--- config.mk ---
export PLATFORM = sky130hd
export DESIGN_NAME = gsma_ctrl
export DESIGN_NICKNAME = d
export VERILOG_FILES = /design/src/rtl/gsma_pkg.sv /design/src/rtl/gsma_ctrl.sv
export SDC_FILE = /design/constraint.sdc
export NUM_CORES = 1
export LEC_CHECK = 0
export BUFFER_PORTS_ARGS = -buffer_cell sky130_fd_sc_hd__buf_4
export CORE_AREA = 2 2 39 41
export CTS_CLUSTER_DIAMETER = 150
export DETAILED_ROUTE_END_ITERATION = 16
export DIE_AREA = 0 0 41 43
export PLACE_DENSITY = 0.38
export SYNTH_ARGS = -nofsm -noshare
export SYNTH_HDL_FRONTEND = slang
export SYNTH_SLANG_ARGS = --single-unit
--- constraint.sdc ---
create_clock -name clock -period 3.2 [get_ports clock]
set_input_delay 0.16 -clock clock [delete_from_list [all_inputs] [get_ports clock]]
set_output_delay 0.16 -clock clock [all_outputs]
set_load 0.005 [all_outputs]
--- src/rtl/gsma_pkg.sv ---
package gsma_pkg;

   // fixed field widths
   localparam int SIZE_W     = 9;
   localparam int CENTER_W   = 12;
   localparam int CSR_IDX_W  = 3;
   localparam int CSR_DATA_W = 12;
   localparam int ACC_W      = 64;
   localparam int DIAG_W     = 63;

   // parameter defaults
   localparam int DEF_MAX_EXTENT  = 256;
   localparam int DEF_WEIGHT_BITS = 16;
   localparam int DEF_FRAC_BITS   = 4;

   localparam logic [SIZE_W-1:0]   SIZE_RESET   = SIZE_W'(256);
   localparam logic [CENTER_W-1:0] CENTER_RESET = '0;

   localparam logic [ACC_W-1:0] ACC_MAX = {1'b0, {(ACC_W-1){1'b1}}};
   localparam logic [ACC_W-1:0] ACC_MIN = {1'b1, {(ACC_W-1){1'b0}}};

   typedef enum logic [CSR_IDX_W-1:0] {
      CSR_SIZE_X   = 3'd0,
      CSR_SIZE_Y   = 3'd1,
      CSR_SIZE_Z   = 3'd2,
      CSR_CENTER_X = 3'd3,
      CSR_CENTER_Y = 3'd4,
      CSR_CENTER_Z = 3'd5
   } csr_index_type;

   typedef enum logic [1:0] {
      ST_IDLE,
      ST_MUL_A,
      ST_MUL_B,
      ST_ACC
   } state_type;

   // controller to datapath
   typedef struct packed {
      logic load;
      logic mul_a;
      logic mul_b;
      logic acc;
      logic emit;
   } cmd_type;

   // datapath to controller
   typedef struct packed {
      logic last;
   } sts_type;

   // signed add that clamps at the 64-bit limits
   function automatic logic signed [ACC_W-1:0] sat_add(
      input logic signed [ACC_W-1:0] a,
      input logic signed [ACC_W-1:0] b
   );
      logic [ACC_W:0] s;
      s = {a[ACC_W-1], a} + {b[ACC_W-1], b};
      if (s[ACC_W] != s[ACC_W-1]) begin
         return s[ACC_W] ? $signed(ACC_MIN) : $signed(ACC_MAX);
      end
      return $signed(s[ACC_W-1:0]);
   endfunction

endpackage

--- src/rtl/gsma_ctrl.sv ---
module gsma_ctrl (
   input  logic              clock,
   input  logic              reset,
   input  logic              req_valid,
   output logic              req_ready,
   output logic              rsp_valid,
   input  logic              rsp_ready,
   output gsma_pkg::cmd_type cmd,
   input  gsma_pkg::sts_type sts
);
   import gsma_pkg::*;

   state_type state_ff, state_in;
   logic      rsp_valid_ff, rsp_valid_in;

   always_ff @(posedge clock) begin
      if (reset) begin
         state_ff     <= ST_IDLE;
         rsp_valid_ff <= 1'b0;
      end else begin
         state_ff     <= state_in;
         rsp_valid_ff <= rsp_valid_in;
      end
   end

   always_comb begin
      state_in  = state_ff;
      cmd       = '0;
      req_ready = 1'b0;
      case (state_ff)
         ST_IDLE: begin
            req_ready = 1'b1;
            if (req_valid) begin
               cmd.load = 1'b1;
               state_in = ST_MUL_A;
            end
         end
         ST_MUL_A: begin
            cmd.mul_a = 1'b1;
            state_in  = ST_MUL_B;
         end
         ST_MUL_B: begin
            cmd.mul_b = 1'b1;
            state_in  = ST_ACC;
         end
         ST_ACC: begin
            if (!sts.last) begin
               cmd.acc  = 1'b1;
               state_in = ST_IDLE;
            end else if (!rsp_valid_ff || rsp_ready) begin
               // output register free: hand over the tensor
               cmd.emit = 1'b1;
               state_in = ST_IDLE;
            end
         end
         default: begin
            state_in = ST_IDLE;
         end
      endcase

      if (cmd.emit) begin
         rsp_valid_in = 1'b1;
      end else if (rsp_ready) begin
         rsp_valid_in = 1'b0;
      end else begin
         rsp_valid_in = rsp_valid_ff;
      end
   end

   assign rsp_valid = rsp_valid_ff;

endmodule

# Yosys cells after proc, flatten, opt, wreduce, memory -nomap -nowiden
# Index checks and enable logic that the tools add are counted.
# totals
ff_bits	3
output_inout_bits	7
latchBits	0
input_bits	5
memories	0
ramBits	0
romBits	0
# classes
n_eq_ne	5
shift	0
mux	15
multipliers	0
reduce_logical	5
magnitude_cmp	0
div	0
n_bitwise	0
addsub	0
# ops
op	count
$mux 1	10
$mux 2	4
$pmux 2 s4	1
$eq 2x2->1 const B	2
$ne 3x3->1 const B	1
$eq 2x1->1 const B	1
$logic_not 2->1	1
$ne 2x2->1 const B	1
$reduce_and 2->1	1
$reduce_bool 2->1	1
$logic_not 1->1	1
$logic_or 1x1->1	1

# Logic depth before layout (Yosys ltp)
# Gate-level depths: netlist (run 1).
# logic_depth
depth_word	6
depth_mapped	5
depth_no_buf	5

# Worst setup path after synthesis (run 1)
# No wires, ideal clock.
# synth_timing
path_type	flip-flop to flip-flop
from	register state_ff[0]
to	register state_ff[1]
n_path_buf	0
synth_period_minus_slack_ns	1.120
required_ns	3.128
arrival_time_ns	1.049
path_stages_with_launch	5
path_slack_ns	2.080
path_cell_list	dfxtp_1 > inv_1 > ha_1 > or2b_2 > mux2i_1
# synth_rtl
element	line	text
from (decl)	gsma_ctrl.sv:13	state_type state_ff, state_in;
from (signal assigned)	gsma_ctrl.sv:21	state_ff <= state_in;
$eq 2x2->1 (tied with other cells)	gsma_ctrl.sv:30	case (state_ff)
$pmux 2 s4 (*)	gsma_ctrl.sv:30	
net state_in[1]	gsma_ctrl.sv:13	
# Mark *: on every way through the listed nets, which the timed path passes. The rest lies on a longest branch.
# A chain may end at the register's enable or synchronous reset.

==> results of run 1 <==
layout make-up:
type,instances,area [µm²],area share
multi-input combinational,18,153.9,0.4346
clock buffer,4,26.28,0.07420
sequential,3,60.06,0.1696
timing repair buffer,11,82.58,0.2332
tap,16,20.02,0.05654
inverter,3,11.26,0.03180
power by group through the flow:
stage	Combinational, mW	Clock [mW]	Sequential, mW
2_1_floorplan	0.0850	0	0.0610
3_5_place_dp	0.141	0	0.0635
5_1_grt	0.159	0.0688	0.0650
6_report	0.138	0.0644	0.0630
4_1_cts	0.142	0.0691	0.0630
3_3_place_gp	0.143	0	0.0631
metal layers:
| layer | part of all wire | vias to the layer above | routed length, µm | track usage |
|---|---|---|---|---|
| met3 | 0.064 | 0 | 27 | 0.01571 |
| met1 | 0.32 | 93 | 135 | 0.05112 |
| met2 | 0.61 | 4 | 256 | 0.1000 |
| li1 | - | 109 | - | - |
| met5 | 0 | - | 0 | 0 |
| met4 | 0 | 0 | 0 | 0.06000 |
flip-flops by register name, indices dropped and copies added (netlist names):
| signal | count |
|---|---|
| state_ff | 2 |
| rsp_valid | 1 |
placed cells by master, fill, tap and decap left out:
cell type,netlist,layout
a21boi_4,1,1
a21oi_1,2,2
and2_1,1,1
buf_4,1,11
clkbuf_1,0,1
clkbuf_4,0,3
dfxtp_1,3,3
ha_1,4,4
inv_1,3,3
mux2i_1,1,1
nand2_1,1,1
nand2b_1,1,1
nand4b_1,1,1
nor2_1,1,1
nor2b_1,2,2
o21a_1,1,1
or2b_1,1,1
or2b_2,1,1
through the flow:
| stage | worst slack (ns) | instance area, µm² | hold slack [ns] |
|---|---|---|---|
| 2_1_floorplan | 2.080 | 232.7 | 0.2291 |
| 3_3_place_gp | 2.023 | 327.8 | 0.3605 |
| 3_5_place_dp | 1.997 | 327.8 | 0.3551 |
| 4_1_cts | 1.800 | 354.1 | 0.1091 |
| 5_1_grt | 1.744 | 354.1 | 0.1277 |
| 6_report | 1.823 | 354.1 | 0.1182 |
worst paths after layout:
kind	depth (start not counted)	from	endpoint
min	2	reset	rsp_valid
min reg2reg	2	rsp_valid	rsp_valid
max	4	state_ff[0]	cmd[4]
max reg2reg	4	state_ff[0]	state_ff[1]
logic make-up after synthesis:
logic type,share of synthesized area
compound gates,0.1559
fa+ha+maj,0.2151
buf+inv,0.08065
flops,0.2581
mux,0.04301
simple gates,0.2473
==> flow_metrics.env, run 1 <==
export IMPL_finalSetupViolations=0
export IMPL_place_inst=51
export IMPL_netlist_instances=25
export IMPL_status="complete, no violations"
export IMPL_floorplan_initialDensity=0.1682
export IMPL_synth_distinct_cells=16
export IMPL_fmax_ghz=0.7264
export IMPL_max_cap_violations=0
export IMPL_clk_insertion_delay_late_ns=0.23
export IMPL_power_net_switching_mw=0.08706
export IMPL_root_buffer="clkbuf_4"
export IMPL_die_width_um=41
export IMPL_cts_repair_resize_count=0
export IMPL_crit_family="flip-flops"
export IMPL_power_density_nw_per_um2=748.7
export IMPL_p_int_mw=0.1780
export IMPL_layout_core_utilization=0.2559
export IMPL_power_sequential_fraction=0.238
export IMPL_drt_pass1_iter_count=2
export IMPL_postSynthNetCount=34
export IMPL_reg2reg_setup_slack_ns=2.00
export IMPL_totalNegativeSetupSlack_ns=0
export IMPL_max_slew_worst_pin_slew_ns=0.1871
export IMPL_clkPwrFrac=0.243
export IMPL_synthesis_yosys_warnings=0
export IMPL_cts_hold_fix_buffers=0
export IMPL_grtUsageTotal=0.06012
export IMPL_timing_critical_path_required_ns=3.04
export IMPL_die_height_um=43
export IMPL_instances_no_fill=55
export IMPL_synth_top_cells_by_count="ha_1 (4), dfxtp_1 (3), inv_1 (3)"
export IMPL_synth_cell_area_um2=232.7
export IMPL_start_kind="flip-flop"
export IMPL_total_global_routing_overflow=0
export IMPL_type_of_element_capturing_the_critical_path="output pin"
export IMPL_worstPathArrival_ns=1.22
export IMPL_yosys_cell_count_top_type="ha_1"
export IMPL_drc=0
export IMPL_worstSetupPathType="flip-flop to output pin"
export IMPL_cts_num_sinks=3
export IMPL_floorplan_die_area_um2=1763
export IMPL_hold_class="input port to flip-flop"
export IMPL_antenna_cells_inserted=0
export IMPL_postCtsSetupBuffers=0
export IMPL_synthArstFlopShare=0
export IMPL_pin_count_of_the_biggest_net_entering_global_routing=5
export IMPL_synth_yosys_seq_area_share=0.2581
export IMPL_ratio_of_final_minimum_period_to_clock_period=0.4302
export IMPL_critPathBufInv=2
export IMPL_clkSlewWorstSetupHoldPaths_ns=0.03
export IMPL_critical_path_slowest_cell="dfxtp_1"
export IMPL_p_comb_frac=0.519
export IMPL_final_period_minus_worst_setup_slack_ns=1.377
export IMPL_switching_share=0.3284
export IMPL_synthDominantAreaCellType="dfxtp_1"
export IMPL_routabilityCongestion=0.6921
export IMPL_layout_drive_gt1_share=0.4103
export IMPL_routed_via_count=206
export IMPL_ant_nets=0
export IMPL_hold_violations=0
export IMPL_worstPathMaxFanout=4
export IMPL_initialDrtViolationCount=2
export IMPL_cts_path_max_buffers=2
export IMPL_clock_tree_from_tritoncts="built"
export IMPL_top_level_ports=12
export IMPL_nNetsFinal=49
export IMPL_relSlewSlack=0.8753
export IMPL_synth_top_cells_by_area="dfxtp_1 (26%), ha_1 (22%), a21boi_4 (8.1%)"
export IMPL_number_of_levels_in_the_clock_h_tree=1
export IMPL_postSynth_topFlopCell="dfxtp_1"
export IMPL_route_final_wire_length_um=419
export IMPL_synth_seq_cells=3
export IMPL_viasPerCell=3.745
export IMPL_grt_first_pass_wirelength_um=696
export IMPL_netlist_area_leader_share=0.2581
export IMPL_route_detailed_wl_per_inst_um=7.618
export IMPL_power_mw=0.2651
export IMPL_rows=14
export IMPL_fin_worst_skew_ns=0.0003234
export IMPL_io_buffers=11
export IMPL_cells_along_the_critical_path="inv_1 -> ha_1 -> and2_1 -> buf_4"
export IMPL_irDropWorstVdd_mv=0.2066
export IMPL_cts_inserted_buffers=3
export IMPL_critical_path_max_stage_delay_ns=0.37
export IMPL_vias_in_the_first_global_route=206
export IMPL_final_max_slew_viol_count=0
export IMPL_syn_area_per_cell_um2=9.309
export IMPL_area_growth_synth_to_final_pct=52.15
export IMPL_synth_edff_count=0
export IMPL_initial_antenna_violation_count=0
export IMPL_unrepaired_setup_endpoints_after_global_routing="no"
export IMPL_design_core_area_um2=1384
export IMPL_leakagePower_nw=0.1788
export IMPL_fill_cells=158
(Power assumes the default switching activity.)
==> run 2, diff against run 1 <==
- ABC_AREA: not set -> 1
- clock period: 3.2 -> 1.4 ns (I/O delays scaled with it)
==> flow_metrics.env, run 2 <==
export IMPL_instances_no_fill=66
export IMPL_drt_pass1_iter_count=2
export IMPL_synth_distinct_cells=11
export IMPL_power_density_nw_per_um2=1665
export IMPL_ratio_of_final_minimum_period_to_clock_period=0.8714
export IMPL_pin_count_of_the_biggest_net_entering_global_routing=5
export IMPL_final_max_slew_viol_count=0
export IMPL_power_sequential_fraction=0.237
export IMPL_fmax_ghz=0.8197
export IMPL_routabilityCongestion=0.6596
export IMPL_layout_core_utilization=0.2631
export IMPL_synth_area_mux_share=0
export IMPL_synthArstFlopShare=0
export IMPL_final_setup_worst_slack_ns=0.1801
export IMPL_routed_via_count=229
export IMPL_layout_cells_most_common="buf_4"
export IMPL_total_global_routing_overflow=0
export IMPL_syn_area_per_cell_um2=6.649
export IMPL_totalNegativeSetupSlack_ns=0
export IMPL_cts_repair_resize_count=0
export IMPL_worstPathArrival_ns=1.15
export IMPL_leakagePower_nw=0.2048
export IMPL_cts_num_sinks=3
export IMPL_cts_path_max_buffers=2
export IMPL_unrepaired_setup_endpoints_after_global_routing="no"
export IMPL_area_share_of_fa_ha_maj_cells_after_synthesis=0.2151
export IMPL_postSynth_topFlopCell="dfxtp_1"
export IMPL_power_mw=0.6063
export IMPL_synth_yosys_seq_area_share=0.2581
export IMPL_layout_drive_gt1_share=0.3400
export IMPL_start_kind="flip-flop"
export IMPL_fill_cells=159
export IMPL_top_level_ports=12
export IMPL_postSynthNetCount=44
export IMPL_io_buffers=11
export IMPL_finalSetupViolations=0
export IMPL_root_buffer="clkbuf_4"
export IMPL_floorplan_die_area_um2=1763
export IMPL_drc=0
export IMPL_synthDominantAreaCellType="dfxtp_1"
export IMPL_nNetsFinal=60
export IMPL_dp_final_hpwl_um=364.7
export IMPL_hold_violations=0
export IMPL_synth_top_cells_by_count="inv_1 (8), nor2_1 (7), nand2_1 (6)"
export IMPL_worstPathMaxFanout=4
export IMPL_r2r_worst_path_cells=6
export IMPL_area_growth_synth_to_final_pct=56.45
export IMPL_rows=14
export IMPL_synth_top_cells_by_area="dfxtp_1 (26%), ha_1 (22%), inv_1 (13%)"
export IMPL_yosys_cell_count_top_type="inv_1"
export IMPL_simple_gate_portion_of_the_synthesized_area=0.3065
export IMPL_antenna_cells_inserted=0
export IMPL_status="complete, no violations"
export IMPL_number_of_levels_in_the_clock_h_tree=1
export IMPL_synth_cell_area_um2=232.7
export IMPL_switching_share=0.3635
export IMPL_relSlewSlack=0.9036
export IMPL_clock_tree_from_tritoncts="built"
export IMPL_p_int_mw=0.3859
export IMPL_clkSlewWorstSetupHoldPaths_ns=0.04
export IMPL_ant_nets=0
export IMPL_cts_inserted_buffers=3
export IMPL_vias_in_the_first_global_route=212
export IMPL_dpl_cell_area_um2=327.8
export IMPL_synth_top_family_by_area="simple AND/OR/NAND/NOR gates"
export IMPL_clkPwrFrac=0.249
export IMPL_synth_seq_cells=3
export IMPL_timing_critical_path_required_ns=1.33
export IMPL_power_net_switching_mw=0.2204
export IMPL_timing_hold_worst_start="rsp_ready"
export IMPL_max_slew_worst_pin_slew_ns=0.1444
export IMPL_worstReg2RegStart="state_ff[0]"
export IMPL_initialDrtViolationCount=2
export IMPL_die_width_um=41
export IMPL_grtUsageTotal=0.06520
export IMPL_setup_worst_path_start="state_ff[0]"
export IMPL_hold_class="input port to flip-flop"
export IMPL_final_period_minus_worst_setup_slack_ns=1.220
export IMPL_type_of_element_capturing_the_critical_path="output pin"
export IMPL_synthXorXnorAreaFrac=0
export IMPL_synth_edff_count=0
export IMPL_layout_common_cells="buf_4 (11), inv_1 (8), nor2_1 (7), nand2_1 (6), ha_1 (4)"
export IMPL_reg2reg_setup_slack_ns=0.30
export IMPL_place_inst=61
export IMPL_clk_insertion_delay_late_ns=0.23
export IMPL_p_comb_frac=0.514
export IMPL_synth_compound_gate_area_share=0.04301
export IMPL_die_height_um=43
export IMPL_largest_register_ffs=2
export IMPL_netlist_area_leader_share=0.2581
export IMPL_irDropWorstVdd_mv=0.4049
export IMPL_netlist_instances=35
export IMPL_max_cap_violations=0
export IMPL_synthesis_yosys_warnings=0
export IMPL_stdcell_area_um2=364.1
export IMPL_route_detailed_wl_per_inst_um=6.591
export IMPL_route_final_wire_length_um=435
export IMPL_hold_path_depth=4
export IMPL_viasPerCell=3.470
export IMPL_regMostFlops="state_ff"
export IMPL_grt_first_pass_wirelength_um=731
export IMPL_design_core_area_um2=1384
export IMPL_worstSetupPathType="flip-flop to output pin"
export IMPL_floorplan_initialDensity=0.1682
export IMPL_fin_worst_hold_slack_ns=0.1622
export IMPL_dp_worst_setup_slack_ns=0.2785
export IMPL_hold_path_endpoint="rsp_valid"
export IMPL_r2r_end="state_ff[1]"
export IMPL_initial_antenna_violation_count=0
export IMPL_fin_worst_skew_ns=0.003327
[run 2: routing by layer]
layer / up-vias / track usage / wire, µm
li1: 128 / - / -
met1: 96 / 0.06731 / 190
met2: 5 / 0.09063 / 217
met3: 0 / 0.03141 / 27
met4: 0 / 0.06000 / 0
met5: - / 0 / 0
[run 2: logic make-up (layout without fill, tap and decap cells)]
family | after synthesis | count (layout)
AOI/OAI and AO/OA | 2 | 2
adders and majority gates | 4 | 4
buffers and inverters | 10 | 25
DFF | 3 | 3
and+or+nand+nor | 16 | 16
[run 2: power by group through the flow]
stage / sequential [mW] / combinational [mW] / clock, mW
final: 0.144 / 0.312 / 0.151
after global routing: 0.154 / 0.359 / 0.169
after CTS: 0.146 / 0.317 / 0.161
after detailed placement: 0.148 / 0.314 / 0
after global placement: 0.147 / 0.317 / 0
after floorplan: 0.139 / 0.190 / 0
[run 2: worst max-delay path by stage]
stage / to / cells after the start
finish: cmd[4] / 5
global route: cmd[4] / 5
CTS: cmd[4] / 5
detailed placement: state_ff[1] / 6
global placement: state_ff[1] / 6
floorplan: state_ff[1] / 6
[run 2: what timing repair did]
item,4_1_cts,5_1_grt
hold endpoints to repair,1,0
buffers inserted,0,0
hold buffers,1,0
[run 2: area by class of cell]
cell class	count	area, µm²	area share
tap	16	20.02	0.05498
timing repair buffer	12	92.59	0.2543
sequential	3	60.06	0.1649
clock buffer	4	26.28	0.07216
inverter	9	33.78	0.09278
multi-input combinational	22	131.4	0.3608
[run 2: critical path, stage by stage, from the launching register on]
cell and delay, ns:
dfxtp_1 0.37, inv_1 0.08, ha_1 0.24, nand2_1 0.07, inv_1 0.03, buf_4 0.12
==> run 3, diff against run 2 <==
- BUFFER_PORTS_ARGS: -buffer_cell sky130_fd_sc_hd__buf_4 -> not set
- DONT_BUFFER_PORTS: not set -> 1
- PLACE_DENSITY: 0.38 -> 0.3
==> flow_metrics.env, run 3 (synthesis gave the netlist of run 2 again) <==
export IMPL_gr_usage_met2=0.08125
export IMPL_fmax_ghz=0.8769
export IMPL_drc=0
export IMPL_p_int_mw=0.3092
export IMPL_regMostFlops="state_ff"
export IMPL_route_detailed_wl_per_inst_um=8.291
export IMPL_place_inst=50
export IMPL_floorplan_initialDensity=0.1682
export IMPL_power_density_nw_per_um2=1846
export IMPL_rows=14
export IMPL_viasPerCell=3.509
export IMPL_power_sequential_fraction=0.282
export IMPL_status="complete, no violations"
export IMPL_max_cap_violations=0
export IMPL_ant_nets=0
export IMPL_hold_class="input port to flip-flop"
export IMPL_worstReg2RegStart="state_ff[0]"
export IMPL_layout_common_cells="inv_1 (8), nor2_1 (7), nand2_1 (6), ha_1 (4)"
export IMPL_io_buffers=0
export IMPL_number_of_levels_in_the_clock_h_tree=1
export IMPL_setup_worst_path_start="state_ff[0]"
export IMPL_pin_count_of_the_biggest_net_entering_global_routing=5
export IMPL_switching_share=0.4051
export IMPL_p_comb_frac=0.422
export IMPL_final_period_minus_worst_setup_slack_ns=1.140
export IMPL_power_net_switching_mw=0.2106
export IMPL_worstSetupPathType="flip-flop to flip-flop"
export IMPL_layout_drive_gt1_share=0.1538
export IMPL_use_met1=0.05466
export IMPL_power_mw=0.5198
export IMPL_layout_cells_most_common="inv_1"
export IMPL_area_growth_synth_to_final_pct=20.97
export IMPL_cts_path_max_buffers=2
export IMPL_cts_num_sinks=3
export IMPL_hold_violations=0
export IMPL_timing_critical_path_required_ns=1.52
export IMPL_floorplan_die_area_um2=1763
export IMPL_layout_core_utilization=0.2034
export IMPL_die_height_um=43
export IMPL_top_level_ports=12
export IMPL_instances_no_fill=55
export IMPL_unrepaired_setup_endpoints_after_global_routing="no"
export IMPL_fin_worst_skew_ns=0.001091
export IMPL_worstPathMaxFanout=4
export IMPL_final_max_slew_viol_count=0
export IMPL_clkPwrFrac=0.296
export IMPL_leakagePower_nw=0.1491
export IMPL_die_width_um=41
export IMPL_finalSetupViolations=0
export IMPL_clk_insertion_delay_late_ns=0.23
export IMPL_worstPathArrival_ns=1.26
export IMPL_totalNegativeSetupSlack_ns=0
export IMPL_nNetsFinal=49
export IMPL_start_kind="flip-flop"
export IMPL_initialDrtViolationCount=7
export IMPL_type_of_element_capturing_the_critical_path="flip-flop"
export IMPL_final_setup_worst_slack_ns=0.2596
export IMPL_timing_hold_worst_start="reset"
export IMPL_design_core_area_um2=1384
export IMPL_dpl_cell_area_um2=245.2
export IMPL_globalRoute_busiestLayer="met2"
export IMPL_postCtsSetupBuffers=0
export IMPL_drt_pass1_iter_count=3
export IMPL_clkSlewWorstSetupHoldPaths_ns=0.04
export IMPL_routed_via_count=193
export IMPL_relSlewSlack=0.8934
export IMPL_reg2reg_setup_slack_ns=0.26
export IMPL_vias_in_the_first_global_route=187
export IMPL_root_buffer="clkbuf_4"
export IMPL_initial_antenna_violation_count=0
export IMPL_stdcell_area_um2=281.5
export IMPL_grt_first_pass_wirelength_um=641
export IMPL_globalRouteMet3Util=0.07853
export IMPL_total_global_routing_overflow=0
export IMPL_dp_final_hpwl_um=365.7
export IMPL_largest_register_ffs=2
export IMPL_ratio_of_final_minimum_period_to_clock_period=0.8145
export IMPL_cts_inserted_buffers=3
export IMPL_antenna_cells_inserted=0
export IMPL_grtUsageTotal=0.06124
export IMPL_fin_worst_hold_slack_ns=0.007894
export IMPL_clock_tree_from_tritoncts="built"
export IMPL_routabilityCongestion=0.5530
export IMPL_dp_worst_setup_slack_ns=0.2541
export IMPL_irDropWorstVdd_mv=0.4949
export IMPL_route_final_wire_length_um=456
export IMPL_max_slew_worst_pin_slew_ns=0.1599
==> run 3: what timing repair did <==
item / CTS / global route
gates resized for setup: 0 / 0
endpoints found under the hold margin: 1 / 0
hold buffers: 1 / 0
==> run 3: power by group through the flow <==
| stage | clock (mW) | combinational (mW) | sequential, mW |
|---|---|---|---|
| after detailed placement | 0 | 0.222 | 0.148 |
| after floorplan | 0 | 0.190 | 0.139 |
| after CTS | 0.161 | 0.227 | 0.149 |
| final | 0.154 | 0.219 | 0.147 |
| after global placement | 0 | 0.221 | 0.150 |
| after global routing | 0.175 | 0.261 | 0.153 |
==> run 3: final timing paths <==
check | endpoint | cells after the start
max | state_ff[1] | 6
max reg2reg | state_ff[1] | 6
min reg2reg | state_ff[1] | 2
min | state_ff[0] | 3
==> run 3: metal layers <==
| layer | wire length (µm) | vias up |
|---|---|---|
| li1 | - | 106 |
| met2 | 202 | 10 |
| met5 | 0 | - |
| met3 | 63 | 0 |
| met4 | 0 | 0 |
| met1 | 190 | 77 |
==> run 3: area by class of cell <==
class	instances	area, µm²
Multi-Input combinational cell	22	131.4
Fill cell	158	1102
Inverter	9	33.78
Clock buffer	4	26.28
Sequential cell	3	60.06
Tap cell	16	20.02
Timing Repair Buffer	1	10.01
==> run 3: critical path: stages, from the launching register on <==
cell and delay [ns]:
dfxtp_1 0.38, inv_1 0.08, ha_1 0.25, nand2_1 0.13
nand3_1 0.09, nand2_1 0.06, nor2_1 0.04
